**src/wiegand_frame_transmitter_unit_macros.svh**
```systemverilog
// Assertion macros shared by the Wiegand transmitter RTL.
// Expects a clock i_clk and an active-low reset i_rst_n in the including scope.
`ifndef WIEGAND_FRAME_TRANSMITTER_UNIT_MACROS_SVH
`define WIEGAND_FRAME_TRANSMITTER_UNIT_MACROS_SVH

// Same-cycle implication, checked outside reset.
`define WFT_ASSERT_NOW(label, ante, cons, msg) \
    label: assert property (@(posedge i_clk) disable iff (!i_rst_n) (ante) |-> (cons)) \
        else $error(msg);

// Next-cycle implication, checked outside reset.
`define WFT_ASSERT_NEXT(label, ante, cons, msg) \
    label: assert property (@(posedge i_clk) disable iff (!i_rst_n) (ante) |=> (cons)) \
        else $error(msg);

`endif

```
**src/wft_pkg.sv**
```systemverilog
// Shared types and constants of the Wiegand 26/34 bit transmitter.
// No dependencies; compiled before the interfaces and the top level.
package wft_pkg;

    localparam int unsigned DATA_W     = 32;
    localparam int unsigned FRAME_W    = 34;
    localparam int unsigned COUNT_W    = 6;
    localparam int unsigned PULSE_W    = 16;
    localparam int unsigned GAP_W      = 16;
    localparam int unsigned FGAP_W     = 20;
    localparam int unsigned CFG_ADDR_W = 2;
    localparam int unsigned CFG_DATA_W = 20;

    localparam logic [COUNT_W-1:0] BITS_WIDE   = 6'd34;
    localparam logic [COUNT_W-1:0] BITS_NARROW = 6'd26;

    // Configuration register indexes
    localparam logic [CFG_ADDR_W-1:0] REG_PULSE_TICKS     = 2'd0;
    localparam logic [CFG_ADDR_W-1:0] REG_BIT_GAP_TICKS   = 2'd1;
    localparam logic [CFG_ADDR_W-1:0] REG_FRAME_GAP_TICKS = 2'd2;

    localparam logic [PULSE_W-1:0] PULSE_RESET = 16'd10;
    localparam logic [GAP_W-1:0]   GAP_RESET   = 16'd100;
    localparam logic [FGAP_W-1:0]  FGAP_RESET  = 20'd10000;

    // Input command codes
    localparam logic CMD_TICK = 1'b0;
    localparam logic CMD_LOAD = 1'b1;

    typedef enum logic [1:0] {
        PH_IDLE  = 2'd0,
        PH_PULSE = 2'd1,
        PH_GAP   = 2'd2,
        PH_FRAME = 2'd3
    } t_phase;

endpackage

```
**src/wft_if.sv**
```systemverilog
// Handshake channel interfaces of the Wiegand transmitter: input items,
// result items and configuration writes. Depends on wft_pkg.
interface wft_in_if;
    import wft_pkg::*;
    logic              valid;
    logic              ready;
    logic              command;
    logic [DATA_W-1:0] frame_data;
    logic              wide_format;

    modport source (output valid, command, frame_data, wide_format, input ready);
    modport sink   (input valid, command, frame_data, wide_format, output ready);
endinterface

interface wft_out_if;
    logic valid;
    logic ready;
    logic d0_line;
    logic d1_line;
    logic busy_res;
    logic load_rejected;

    modport source (output valid, d0_line, d1_line, busy_res, load_rejected, input ready);
    modport sink   (input valid, d0_line, d1_line, busy_res, load_rejected, output ready);
endinterface

interface wft_cfg_if;
    import wft_pkg::*;
    logic                  valid;
    logic                  ready;
    logic [CFG_ADDR_W-1:0] addr;
    logic [CFG_DATA_W-1:0] data;

    modport source (output valid, addr, data, input ready);
    modport sink   (input valid, addr, data, output ready);
endinterface

```
**src/wiegand_frame_transmitter_unit.sv**
```systemverilog
// Wiegand 26/34 bit frame transmitter, top level.
// Depends on wft_pkg, the channel interfaces in wft_if.sv and the assertion macros header.
//
// Every input item (a time tick or a frame load) is taken and gives
// exactly one result item holding the D0/D1 levels, the busy flag and a reject flag,
// as they stand after that item. The item is handled by a single pass of logic
// that feeds the phase state and the result register together, so the block
// takes one item per clock; a full result register that the sink holds off stalls
// the input, and the input is ready again in the cycle the result is taken.
// A load while idle builds the frame (even parity over the first half of the
// payload, the payload, odd parity over the second half), left-aligns it, and
// starts the first pulse at once. A load while busy is dropped and flagged.
// Ticks count down pulse, bit gap and frame gap times set by the three
// configuration registers; a zero pulse or bit gap counts as one tick, a zero
// frame gap ends the frame right after the last bit gap, and a frame gap
// beyond the timer width saturates. Configuration writes take effect at once
// and are meant to be done while the block is idle.
`include "wiegand_frame_transmitter_unit_macros.svh"

module wiegand_frame_transmitter_unit #(
    parameter int unsigned TIMER_BITS = 20
) (
    input  logic      i_clk,
    input  logic      i_rst_n,
    wft_in_if.sink    i_in,
    wft_cfg_if.sink   i_cfg,
    wft_out_if.source o_out
);
    import wft_pkg::*;

    localparam logic [32:0] TIMER_MAX_EXT = (33'd1 << TIMER_BITS) - 33'd1;

    // Configuration registers
    logic [PULSE_W-1:0] r_pulse_ticks;
    logic [GAP_W-1:0]   r_bit_gap_ticks;
    logic [FGAP_W-1:0]  r_frame_gap_ticks;

    // Frame state
    logic [FRAME_W-1:0]    r_bit_shift, n_bit_shift;
    logic [COUNT_W-1:0]    r_bits_left, n_bits_left;
    t_phase                r_phase, n_phase;
    logic [TIMER_BITS-1:0] r_timer, n_timer;

    // Result register
    logic r_out_valid;
    logic r_d0, r_d1, r_busy, r_rejected;
    logic n_d0, n_d1, n_rejected;

    logic in_accept;
    logic out_accept;
    logic cfg_accept;

    logic [TIMER_BITS-1:0] pulse_len, gap_len, fgap_len;
    logic [TIMER_BITS-1:0] timer_dec;
    logic [FRAME_W-1:0]    load_frame;
    logic [COUNT_W-1:0]    bits_after;
    logic                  even_par, odd_par;

    // Transfer on the input whenever the result slot is free or draining now
    assign i_in.ready  = !r_out_valid || o_out.ready;
    assign in_accept   = i_in.valid && i_in.ready;
    assign out_accept  = o_out.valid && o_out.ready;
    assign i_cfg.ready = 1'b1;
    assign cfg_accept  = i_cfg.valid && i_cfg.ready;

    // Phase lengths: at least one tick for pulse and bit gap, saturate frame gap
    assign pulse_len = (r_pulse_ticks == '0) ? TIMER_BITS'(1) : TIMER_BITS'(r_pulse_ticks);
    assign gap_len   = (r_bit_gap_ticks == '0) ? TIMER_BITS'(1) : TIMER_BITS'(r_bit_gap_ticks);
    assign fgap_len  = (33'(r_frame_gap_ticks) > TIMER_MAX_EXT)
                       ? TIMER_MAX_EXT[TIMER_BITS-1:0]
                       : TIMER_BITS'(r_frame_gap_ticks);
    assign timer_dec = (r_timer != '0) ? (r_timer - TIMER_BITS'(1)) : r_timer;
    assign bits_after = (r_bits_left != '0) ? (r_bits_left - COUNT_W'(1)) : r_bits_left;

    // Frame assembly, left-aligned so the first bit to send sits at the top
    always_comb begin
        if (i_in.wide_format) begin
            even_par   = ^i_in.frame_data[31:16];
            odd_par    = ~^i_in.frame_data[15:0];
            load_frame = {even_par, i_in.frame_data, odd_par};
        end else begin
            even_par   = ^i_in.frame_data[23:12];
            odd_par    = ~^i_in.frame_data[11:0];
            load_frame = {even_par, i_in.frame_data[23:0], odd_par, 8'h00};
        end
    end

    // Next state for one item
    always_comb begin
        n_bit_shift = r_bit_shift;
        n_bits_left = r_bits_left;
        n_phase     = r_phase;
        n_timer     = r_timer;
        n_rejected  = 1'b0;
        if (i_in.command == CMD_LOAD) begin
            if (r_phase != PH_IDLE) begin
                n_rejected = 1'b1;
            end else begin
                n_bit_shift = load_frame;
                n_bits_left = i_in.wide_format ? BITS_WIDE : BITS_NARROW;
                n_phase     = PH_PULSE;
                n_timer     = pulse_len;
            end
        end else if (r_phase != PH_IDLE) begin
            n_timer = timer_dec;
            if (timer_dec == '0) begin
                case (r_phase)
                    PH_PULSE: begin
                        n_phase = PH_GAP;
                        n_timer = gap_len;
                    end
                    PH_GAP: begin
                        // advance to the next bit, or close the frame
                        n_bit_shift = {r_bit_shift[FRAME_W-2:0], 1'b0};
                        n_bits_left = bits_after;
                        if (bits_after != '0) begin
                            n_phase = PH_PULSE;
                            n_timer = pulse_len;
                        end else begin
                            n_timer = fgap_len;
                            n_phase = (fgap_len == '0) ? PH_IDLE : PH_FRAME;
                        end
                    end
                    PH_FRAME: begin
                        n_phase = PH_IDLE;
                    end
                    default: begin
                        n_phase = PH_IDLE;
                    end
                endcase
            end
        end
    end

    // Line levels after the update: pull the line that matches the current bit
    always_comb begin
        n_d0 = 1'b1;
        n_d1 = 1'b1;
        case (n_phase)
            PH_PULSE: begin
                if (n_bit_shift[FRAME_W-1]) begin
                    n_d1 = 1'b0;
                end else begin
                    n_d0 = 1'b0;
                end
            end
            default: begin
                n_d0 = 1'b1;
                n_d1 = 1'b1;
            end
        endcase
    end

    always_ff @(posedge i_clk) begin
        if (!i_rst_n) begin
            r_pulse_ticks     <= PULSE_RESET;
            r_bit_gap_ticks   <= GAP_RESET;
            r_frame_gap_ticks <= FGAP_RESET;
        end else if (cfg_accept) begin
            case (i_cfg.addr)
                REG_PULSE_TICKS:     r_pulse_ticks     <= i_cfg.data[PULSE_W-1:0];
                REG_BIT_GAP_TICKS:   r_bit_gap_ticks   <= i_cfg.data[GAP_W-1:0];
                REG_FRAME_GAP_TICKS: r_frame_gap_ticks <= i_cfg.data[FGAP_W-1:0];
                default: begin
                    // writes beyond the register list are dropped
                end
            endcase
        end
    end

    always_ff @(posedge i_clk) begin
        if (!i_rst_n) begin
            r_bit_shift <= '0;
            r_bits_left <= '0;
            r_phase     <= PH_IDLE;
            r_timer     <= '0;
            r_out_valid <= 1'b0;
        end else begin
            if (in_accept) begin
                r_bit_shift <= n_bit_shift;
                r_bits_left <= n_bits_left;
                r_phase     <= n_phase;
                r_timer     <= n_timer;
                r_out_valid <= 1'b1;
            end else if (out_accept) begin
                r_out_valid <= 1'b0;
            end
        end
    end

    // Result payload, loaded with each input transfer
    always_ff @(posedge i_clk) begin
        if (in_accept) begin
            r_d0       <= n_d0;
            r_d1       <= n_d1;
            r_busy     <= (n_phase != PH_IDLE);
            r_rejected <= n_rejected;
        end
    end

    assign o_out.valid         = r_out_valid;
    assign o_out.d0_line       = r_d0;
    assign o_out.d1_line       = r_d1;
    assign o_out.busy_res      = r_busy;
    assign o_out.load_rejected = r_rejected;

    `WFT_ASSERT_NOW(a_idle_empty, r_phase == PH_IDLE, r_bits_left == '0, "idle with bits left")
    `WFT_ASSERT_NOW(a_timer_live, r_phase != PH_IDLE, r_timer != '0, "active phase with zero timer")
    `WFT_ASSERT_NEXT(a_busy_match, in_accept, r_busy == (r_phase != PH_IDLE), "busy flag mismatch")
    `WFT_ASSERT_NEXT(a_reject_hold, in_accept && r_rejected == 1'b0 && n_rejected, $stable(r_bit_shift) && $stable(r_timer), "rejected load changed state")
    `WFT_ASSERT_NOW(a_one_line, r_out_valid, r_d0 || r_d1, "both data lines pulled low")

endmodule
```
**src/flat_wrapper.sv**
```systemverilog
// flat-port wrapper written by rule: the top's interface ports become plain ports
module wiegand_frame_transmitter_unit_flat import wft_pkg::*;
#(
    parameter int unsigned TIMER_BITS = 20
)
  (i_clk, i_rst_n, i_in_valid, i_in_command, i_in_frame_data, i_in_wide_format, i_in_ready, i_cfg_valid, i_cfg_addr, i_cfg_data, i_cfg_ready, o_out_valid, o_out_d0_line, o_out_d1_line, o_out_busy_res, o_out_load_rejected, o_out_ready);
  wft_in_if i_in_i ();
  wft_cfg_if i_cfg_i ();
  wft_out_if o_out_i ();
  input  logic i_clk;
  input  logic i_rst_n;
  input wire logic [$bits(i_in_i.valid)-1:0] i_in_valid;
  input wire logic [$bits(i_in_i.command)-1:0] i_in_command;
  input wire logic [$bits(i_in_i.frame_data)-1:0] i_in_frame_data;
  input wire logic [$bits(i_in_i.wide_format)-1:0] i_in_wide_format;
  output wire logic [$bits(i_in_i.ready)-1:0] i_in_ready;
  input wire logic [$bits(i_cfg_i.valid)-1:0] i_cfg_valid;
  input wire logic [$bits(i_cfg_i.addr)-1:0] i_cfg_addr;
  input wire logic [$bits(i_cfg_i.data)-1:0] i_cfg_data;
  output wire logic [$bits(i_cfg_i.ready)-1:0] i_cfg_ready;
  output wire logic [$bits(o_out_i.valid)-1:0] o_out_valid;
  output wire logic [$bits(o_out_i.d0_line)-1:0] o_out_d0_line;
  output wire logic [$bits(o_out_i.d1_line)-1:0] o_out_d1_line;
  output wire logic [$bits(o_out_i.busy_res)-1:0] o_out_busy_res;
  output wire logic [$bits(o_out_i.load_rejected)-1:0] o_out_load_rejected;
  input wire logic [$bits(o_out_i.ready)-1:0] o_out_ready;
  assign i_in_i.valid = i_in_valid;
  assign i_in_i.command = i_in_command;
  assign i_in_i.frame_data = i_in_frame_data;
  assign i_in_i.wide_format = i_in_wide_format;
  assign i_in_ready = i_in_i.ready;
  assign i_cfg_i.valid = i_cfg_valid;
  assign i_cfg_i.addr = i_cfg_addr;
  assign i_cfg_i.data = i_cfg_data;
  assign i_cfg_ready = i_cfg_i.ready;
  assign o_out_valid = o_out_i.valid;
  assign o_out_d0_line = o_out_i.d0_line;
  assign o_out_d1_line = o_out_i.d1_line;
  assign o_out_busy_res = o_out_i.busy_res;
  assign o_out_load_rejected = o_out_i.load_rejected;
  assign o_out_i.ready = o_out_ready;
  wiegand_frame_transmitter_unit #(.TIMER_BITS(TIMER_BITS)) u_core (.i_clk(i_clk), .i_rst_n(i_rst_n), .i_in(i_in_i), .i_cfg(i_cfg_i), .o_out(o_out_i));
endmodule
```
**config.mk**
```make
export PLATFORM = sky130hd
export DESIGN_NAME = wiegand_frame_transmitter_unit_flat
export DESIGN_NICKNAME = d
export VERILOG_FILES = /design/src/wft_pkg.sv /design/src/wft_if.sv /design/src/wiegand_frame_transmitter_unit.sv /design/src/flat_wrapper.sv
export VERILOG_INCLUDE_DIRS = /design/src /design/src/src
export SDC_FILE = /design/constraint.sdc
export NUM_CORES = 1
export LEC_CHECK = 0
export BUFFER_PORTS_ARGS = -buffer_cell sky130_fd_sc_hd__buf_4
export CAP_MARGIN = 10
export CORE_ASPECT_RATIO = 0.75
export CORE_UTILIZATION = 55
export DETAILED_ROUTE_END_ITERATION = 16
export PLACE_DENSITY = 0.8
export SYNTH_ARGS = -nofsm -noshare
export SYNTH_HDL_FRONTEND = slang
export SYNTH_SLANG_ARGS = --single-unit
```
**constraint.sdc**
```tcl
create_clock -name i_clk -period 8.13 [get_ports i_clk]
set_input_delay 1.626 -clock i_clk [delete_from_list [all_inputs] [get_ports i_clk]]
set_output_delay 1.626 -clock i_clk [all_outputs]
set_load 0.005 [all_outputs]
```
======== Yosys cells after proc, flatten, opt, wreduce, memory -nomap -nowiden ========
Index checks and enable logic that the tools add are counted.
operators by class
  $add $sub $neg .......................... 2
  equality and inequality tests ........... 6
  mux-type cells .......................... 34
  reduce and logical (&&, ||, !) cells .... 27
operators by type and width
  operator                                                               number
  34-bit two-way mux                                                     6
  20-bit two-way mux                                                     6
  6-bit two-way mux                                                      7
  20-bit logical NOT                                                     2
  20-bit case mux with 2 select lines                                    1
  16-bit logical NOT                                                     2
  16-bit two-way mux                                                     2
  20-bit nonzero test                                                    1
  20-bit by 1-bit subtractor with 20-bit output (second input constant)  1
  16-bit XNOR reduction                                                  1
  16-bit XOR reduction                                                   1
  2-bit two-way mux                                                      6
  2-bit nonzero test                                                     6
  6-bit nonzero test                                                     2
  12-bit XNOR reduction                                                  1
  12-bit XOR reduction                                                   1
  2-bit by 1-bit == test with 1-bit output (second input constant)       3
  2-bit AND reduction                                                    3
  6-bit by 1-bit subtractor with 6-bit output (second input constant)    1
  1-bit two-way mux                                                      5
  5-bit AND reduction                                                    1
  2-bit == test (second input constant)                                  2
  2-bit case mux with 2 select lines                                     1
  3-bit AND reduction                                                    1
  other kinds (5)                                                        6
word-level totals
  flip-flop bits (word level) ............. 119
  bits of input ports ..................... 61
  output and inout port bits .............. 7
  logic and storage cells ................. 82

======== Depth between registers and ports, before layout ========
  depth after elaboration ................. 9
  mapped depth ............................ 13
  mapped depth without buffers ............ 10

======== Least setup slack after synthesis ========
OpenSTA, ideal clock, no wires.
  path type ............................... flip-flop to flip-flop
  start point ............................. register u_core.r_timer[0]
  end point ............................... register u_core.r_bit_shift[10]
  setup time .............................. 134 ps
  arrival ................................. 3402 ps
  required time ........................... 7996 ps
  slack ................................... 4594 ps
  cell stages (with the launch flop) ...... 14
  path buffers ............................ 3
  clock period less this slack ............ 3536 ps
  path through ............................ dfxtp_1 > inv_1 > ha_1 > or4b_4 > buf_6 > or3_4 > nor3_1 > xnor2_1 > nand3_1 > buf_2 > o41a_1 > nor2_1 > buf_2 > a211oi_1
on the way
  cells in the longest elaborated chain, start to end .. 5
  elaborated cells between the ends (all ways) .. 6
  classes of those cells .................. add/sub: 1; mux: 1; reduce/logical: 4
ends and longest elaborated chain
  item                                                                                         line                                   source
  from (decl)                                                                                  wiegand_frame_transmitter_unit.sv:42   logic [TIMER_BITS-1:0] r_timer, n_timer;
  from (signal assigned)                                                                       wiegand_frame_transmitter_unit.sv:183  r_timer <= n_timer;
  20-bit by 1-bit subtractor with 20-bit output / 20-bit nonzero test (equally long branches)  wiegand_frame_transmitter_unit.sv:72   assign timer_dec = (r_timer != '0) ? (r_timer - TIMER_BITS'(1)) : r_timer;
  20-bit two-way mux *                                                                         wiegand_frame_transmitter_unit.sv:72
  20-bit logical NOT *                                                                         wiegand_frame_transmitter_unit.sv:106  if (timer_dec == '0) begin
  2-bit nonzero test (no source line) *                                                        -
  5-bit AND reduction (no source line) *                                                       -
  to (signal assigned)                                                                         wiegand_frame_transmitter_unit.sv:180  r_bit_shift <= n_bit_shift;
  to (decl)                                                                                    wiegand_frame_transmitter_unit.sv:39   logic [FRAME_W-1:0] r_bit_shift, n_bit_shift;
Every way passes the cells marked *; elsewhere a longest branch is shown, timed or not.
A chain may end at the register's enable or synchronous reset.

======== Worst setup path after layout ========
  start point ............................. register u_core.r_timer[0]
  end point ............................... register u_core.r_bit_shift[8]
Same word-level chain as after synthesis.

==> results by stage <==
Logic synthesis:
- The number of flip-flops and latches in the synthesized netlist is 119.
- The synthesized net count is 981.
- The most used flip-flop cell after synthesis is sky130_fd_sc_hd__dfxtp_1.
- The Yosys step of the flow raised 0 warnings.
- Of the synthesized area, sequential elements account for 0.3441.
- Yosys attributes the largest share of cell area to sky130_fd_sc_hd__dfxtp_1 (33%), sky130_fd_sc_hd__a21oi_1 (8.5%), sky130_fd_sc_hd__nand2_1 (8.1%).
- The share of async-settable or async-resettable flops after synthesis is 0.
- The synthesized netlist contains 72 unique library cells.
- Averaged over all synthesized cells, the footprint is 7.710 sq um.
- The number of standard cells after synthesis is 913.
- Of the post-synthesis cell area, the dominant cell type holds 0.3271.
- The number of enable-type register cells in the synthesized netlist is 4.
- The biggest area contributor in the post-synthesis netlist is sky130_fd_sc_hd__dfxtp_1.
- The area of the mapped netlist is 0.007039 sq mm.

Layout:
- The area of all placed cells without fillers is 0.008087 sq mm.
- The final core area utilization is 0.6525.
- The layout cell share with drive strength beyond 1 is 0.1354.
- The area overhead of the layout relative to synthesis is 14.88%.
- Leaving out fill and tap cells, the most frequent cells in the layout are sky130_fd_sc_hd__nand2_1 (151), sky130_fd_sc_hd__a21oi_1 (119), sky130_fd_sc_hd__dfxtp_1 (115), sky130_fd_sc_hd__buf_4 (73), sky130_fd_sc_hd__nor2_1 (49).
- The number of antenna diodes is 0.
- Leaving out filler cells and counting taps, the final layout contains 1111.
- The most common cell after layout, fill and taps aside is sky130_fd_sc_hd__nand2_1.
- The total number of nets in the final design is 1001.

Floorplan:
- The die covers 0.01326 sq mm.
- The count of standard-cell rows is 35.
- In this run the horizontal extent of the chip is 132.6 um.
- The vertical die dimension is 99.98 um.
- In this run the standard cell core region covers 0.01239 sq mm.
- For this design the top-level I/O count stands at 68.
- For this configuration, the core starts out at a cell density of 0.5680.

Worst setup path:
- The critical register-to-register path endpoint is u_core.r_bit_shift[8].
- The sort of element at the end of the critical path is a register.
- The peak fanout along the critical path is 33.
- The critical path crosses 10 cells after its start point.
- The worst setup path is of the reg2reg kind.
- The startpoint of the worst setup timing path is u_core.r_timer[0].
- The worst register-to-register path has a setup slack of 3480 ps.
- The delay of the slowest critical-path stage is 1050 ps.
- The slowest stage of the critical path belongs to the cell sky130_fd_sc_hd__nor3_4.
- Counting both buffers and inverters, the worst setup path holds a total of 1.
- For the worst setup path, the data arrival time is 4980 ps.
- Walking the worst path, the cells encountered are inv_1, ha_1, nor4b_2, nand4_1, nor2_1, o21ai_0, or3_1, nor3_4, a22oi_1, a211oi_1.
- In this run the worst setup path terminates at u_core.r_bit_shift[8].
- The critical path startpoint category is a register.
- The family with the most delay on the worst path is simple AND/OR/NAND/NOR gates.
- STA puts the critical path data required time at 8450 ps.
- The reg-to-reg startpoint is u_core.r_timer[0].
- The count of cells along the worst register-to-register path is 10.

Min path:
- The worst hold path begins at u_core.fgap_len[15].
- The class of the tightest hold or removal check is reg2reg.

Routing:
- For this run, design rule violations remaining after detail routing come to 0.
- The via count normalized by instance count is 6.527.
- The remaining antenna violation count after routing is 0.
- The vias after detailed routing is 7252.
- The first TritonRoute pass finished after 6 iterations.
- Wires add up to 21.27 mm.
- After detailed routing, the average wire length per cell comes to 19.14 um.
- In this run, the number of DRC markers left after iteration 0 of detailed routing was 1041.

Timing:
- Summed over all failing endpoints, the final setup total negative slack is 0 ps.
- Timing would allow up to 214.8 MHz.
- The minimum setup slack in the final design is 3475 ps.
- Setup repair after global routing left no endpoint under its margin.
- The tightest slew margin relative to the limit is 0.1598.
- The final setup skew is 10.68 ps.
- Setup violations remaining at the end of the flow were counted as 0.
- The final max-slew violation count came to 0.
- The clock period could shrink to 4655 ps.
- The share of the cycle needed by the critical path after routing is 0.5725.
- The number of endpoints with negative hold slack in the final report is 0.
- The worst-margin pin slew is 1256 ps.

Placed design:
- In this run, placement finished with an instance count of 1080.
- At the end of routability-driven placement, the weighted congestion stood at 1.014.
- The HPWL after detailed placement is 14.48 mm.
- Port buffering added 66 buffers.
- Timing analysis after detailed placement gives a worst setup slack of 3655 ps.
- The placed instances occupy a cell area of 0.007503 sq mm.

Pwr:
- In this run the static leakage power is 2.992 nW.
- The power density normalized to cell area is 220.9 mW/mm^2.
- The maximum vdd drop is 168.2 uV.

GRT:
- The number of antenna violations at the first check in global routing came to 0.
- In the global route stage, overall resource usage came out at 0.3254.
- Entering global routing, the biggest net connects 56 pins.
- The total overflow left after global routing is 0.
- The number of global-route vias before repair came to 6267.
- The global-route wire length before repair is 34.02 mm.

Clocking:
- The H-tree was split into 4 levels.
- Clock-pin slew was measured on the worst setup and hold paths at 60 ps.
- The buffer type at the clock tree root is sky130_fd_sc_hd__clkbuf_16.
- For this design, the sink count on the clock tree is 119.
- Once the clock tree was built, the resizer swapped 0 gates to a different size.
- Counting along the longest clock path gives a buffer depth of 2.
- At the later pin of the worst-skew pair, clock insertion delay measures 420 ps.
- The total CTS buffers is 17.
- TritonCTS built the clock tree.
- After clock tree synthesis, the flow added hold-fix buffers numbering 0.
- The post-CTS setup repair buffer count is 0.

Outcome:
- The flow ran to the end, and the final reports show no timing, DRC or antenna violations.

Flow run:
- The max capacitance violation total is 0.
-- final cells by class --
class / instances / area (sq um)
flip-flops and latches: 119 / 2422
clock inverters: 13 / 132.6
fillers: 1065 / 4307
clock buffers: 18 / 450.4
well taps: 166 / 207.7
multi-input cells: 703 / 4254
repair buffers: 73 / 548.0
inverters: 19 / 71.32
-- layer usage --
| metal | vias to the layer above | track usage | wire (um) |
|---|---|---|---|
| met5 | - | 0 | 0 |
| met1 | 3393 | 0.5052 | 9854 |
| met3 | 35 | 0.07677 | 2710 |
| met4 | 0 | 0.08753 | 289 |
| met2 | 455 | 0.4381 | 8411 |
| li1 | 3369 | - | - |
-- where the power goes --
| group | leakage, nW | switching (W) | internal [W] |
|---|---|---|---|
| combinational | 1.73 | 0.000235 | 0.000155 |
| sequential | 0.975 | 0.0000321 | 0.000617 |
| clock | 0.286 | 0.000302 | 0.000446 |
-- logic make-up after synthesis --
kind of cell,synth area share
AO/OA/AOI/OAI,0.2435
XOR/XNOR,0.04728
adder cells (fa/ha/maj),0.01244
buffers and inverters,0.05386
flip-flops,0.3441
multiplexers,0.06132
other,0.0005327
AND/OR/NAND/NOR,0.2369
-- worst reg2reg max path: cells and delay by family, from the launching register on --
family / cells / cell delay [ps]
fa+ha+maj: 1 / 280
flops: 1 / 360
buf+inv: 1 / 160
compound gates: 3 / 770
simple gates: 5 / 2980
-- registers in the layout (all words and copies together), names as in the netlist --
register	flops
u_core.o_out.load_rejected	1
u_core.r_bit_gap_ticks	16
u_core.r_timer	20
u_core.r_pulse_ticks	16
u_core.o_out.d0_line	1
u_core.fgap_len	20
u_core.o_out.valid	1
u_core.o_out.d1_line	1
u_core.r_bits_left	6
u_core.r_phase	2
u_core.o_out.busy_res	1
u_core.r_bit_shift	34
-- how the worst min path moves through the flow --
stage                           endpoint  slack [ps]  depth (start not counted)
6_report             u_core.fgap_len[15]         480                          2
5_1_grt              u_core.fgap_len[15]         490                          2
4_1_cts               u_core.fgap_len[0]         480                          2
3_5_place_dp          u_core.fgap_len[0]         470                          2
3_3_place_gp   u_core.r_bit_gap_ticks[0]         460                          2
2_1_floorplan    u_core.r_pulse_ticks[0]         440                          2
-- synth_stat cells (7+ instances only) --
master,instances
sky130_fd_sc_hd__o21ai_0,46
sky130_fd_sc_hd__ha_1,7
sky130_fd_sc_hd__nand4_1,7
sky130_fd_sc_hd__inv_1,18
sky130_fd_sc_hd__nor4_1,17
sky130_fd_sc_hd__nor3_1,26
sky130_fd_sc_hd__nand2_1,151
sky130_fd_sc_hd__a211oi_1,40
sky130_fd_sc_hd__clkbuf_1,52
sky130_fd_sc_hd__xnor2_1,32
sky130_fd_sc_hd__nor2_1,51
sky130_fd_sc_hd__mux2i_1,42
sky130_fd_sc_hd__nand3_1,26
sky130_fd_sc_hd__or3_1,17
sky130_fd_sc_hd__a32oi_1,7
sky130_fd_sc_hd__buf_2,14
sky130_fd_sc_hd__a21oi_1,119
sky130_fd_sc_hd__dfxtp_1,115
-- through the flow --
stage	total power (W)	hold slack, ps
after global routing	0.001851	492.5
after floorplan	0.0009286	436.1
after global placement	0.001033	455.5
final	0.001786	480.8
after CTS	0.001775	479.4
after detailed placement	0.001035	470.6
No activity file was read; power rests on OpenSTA's default activity.
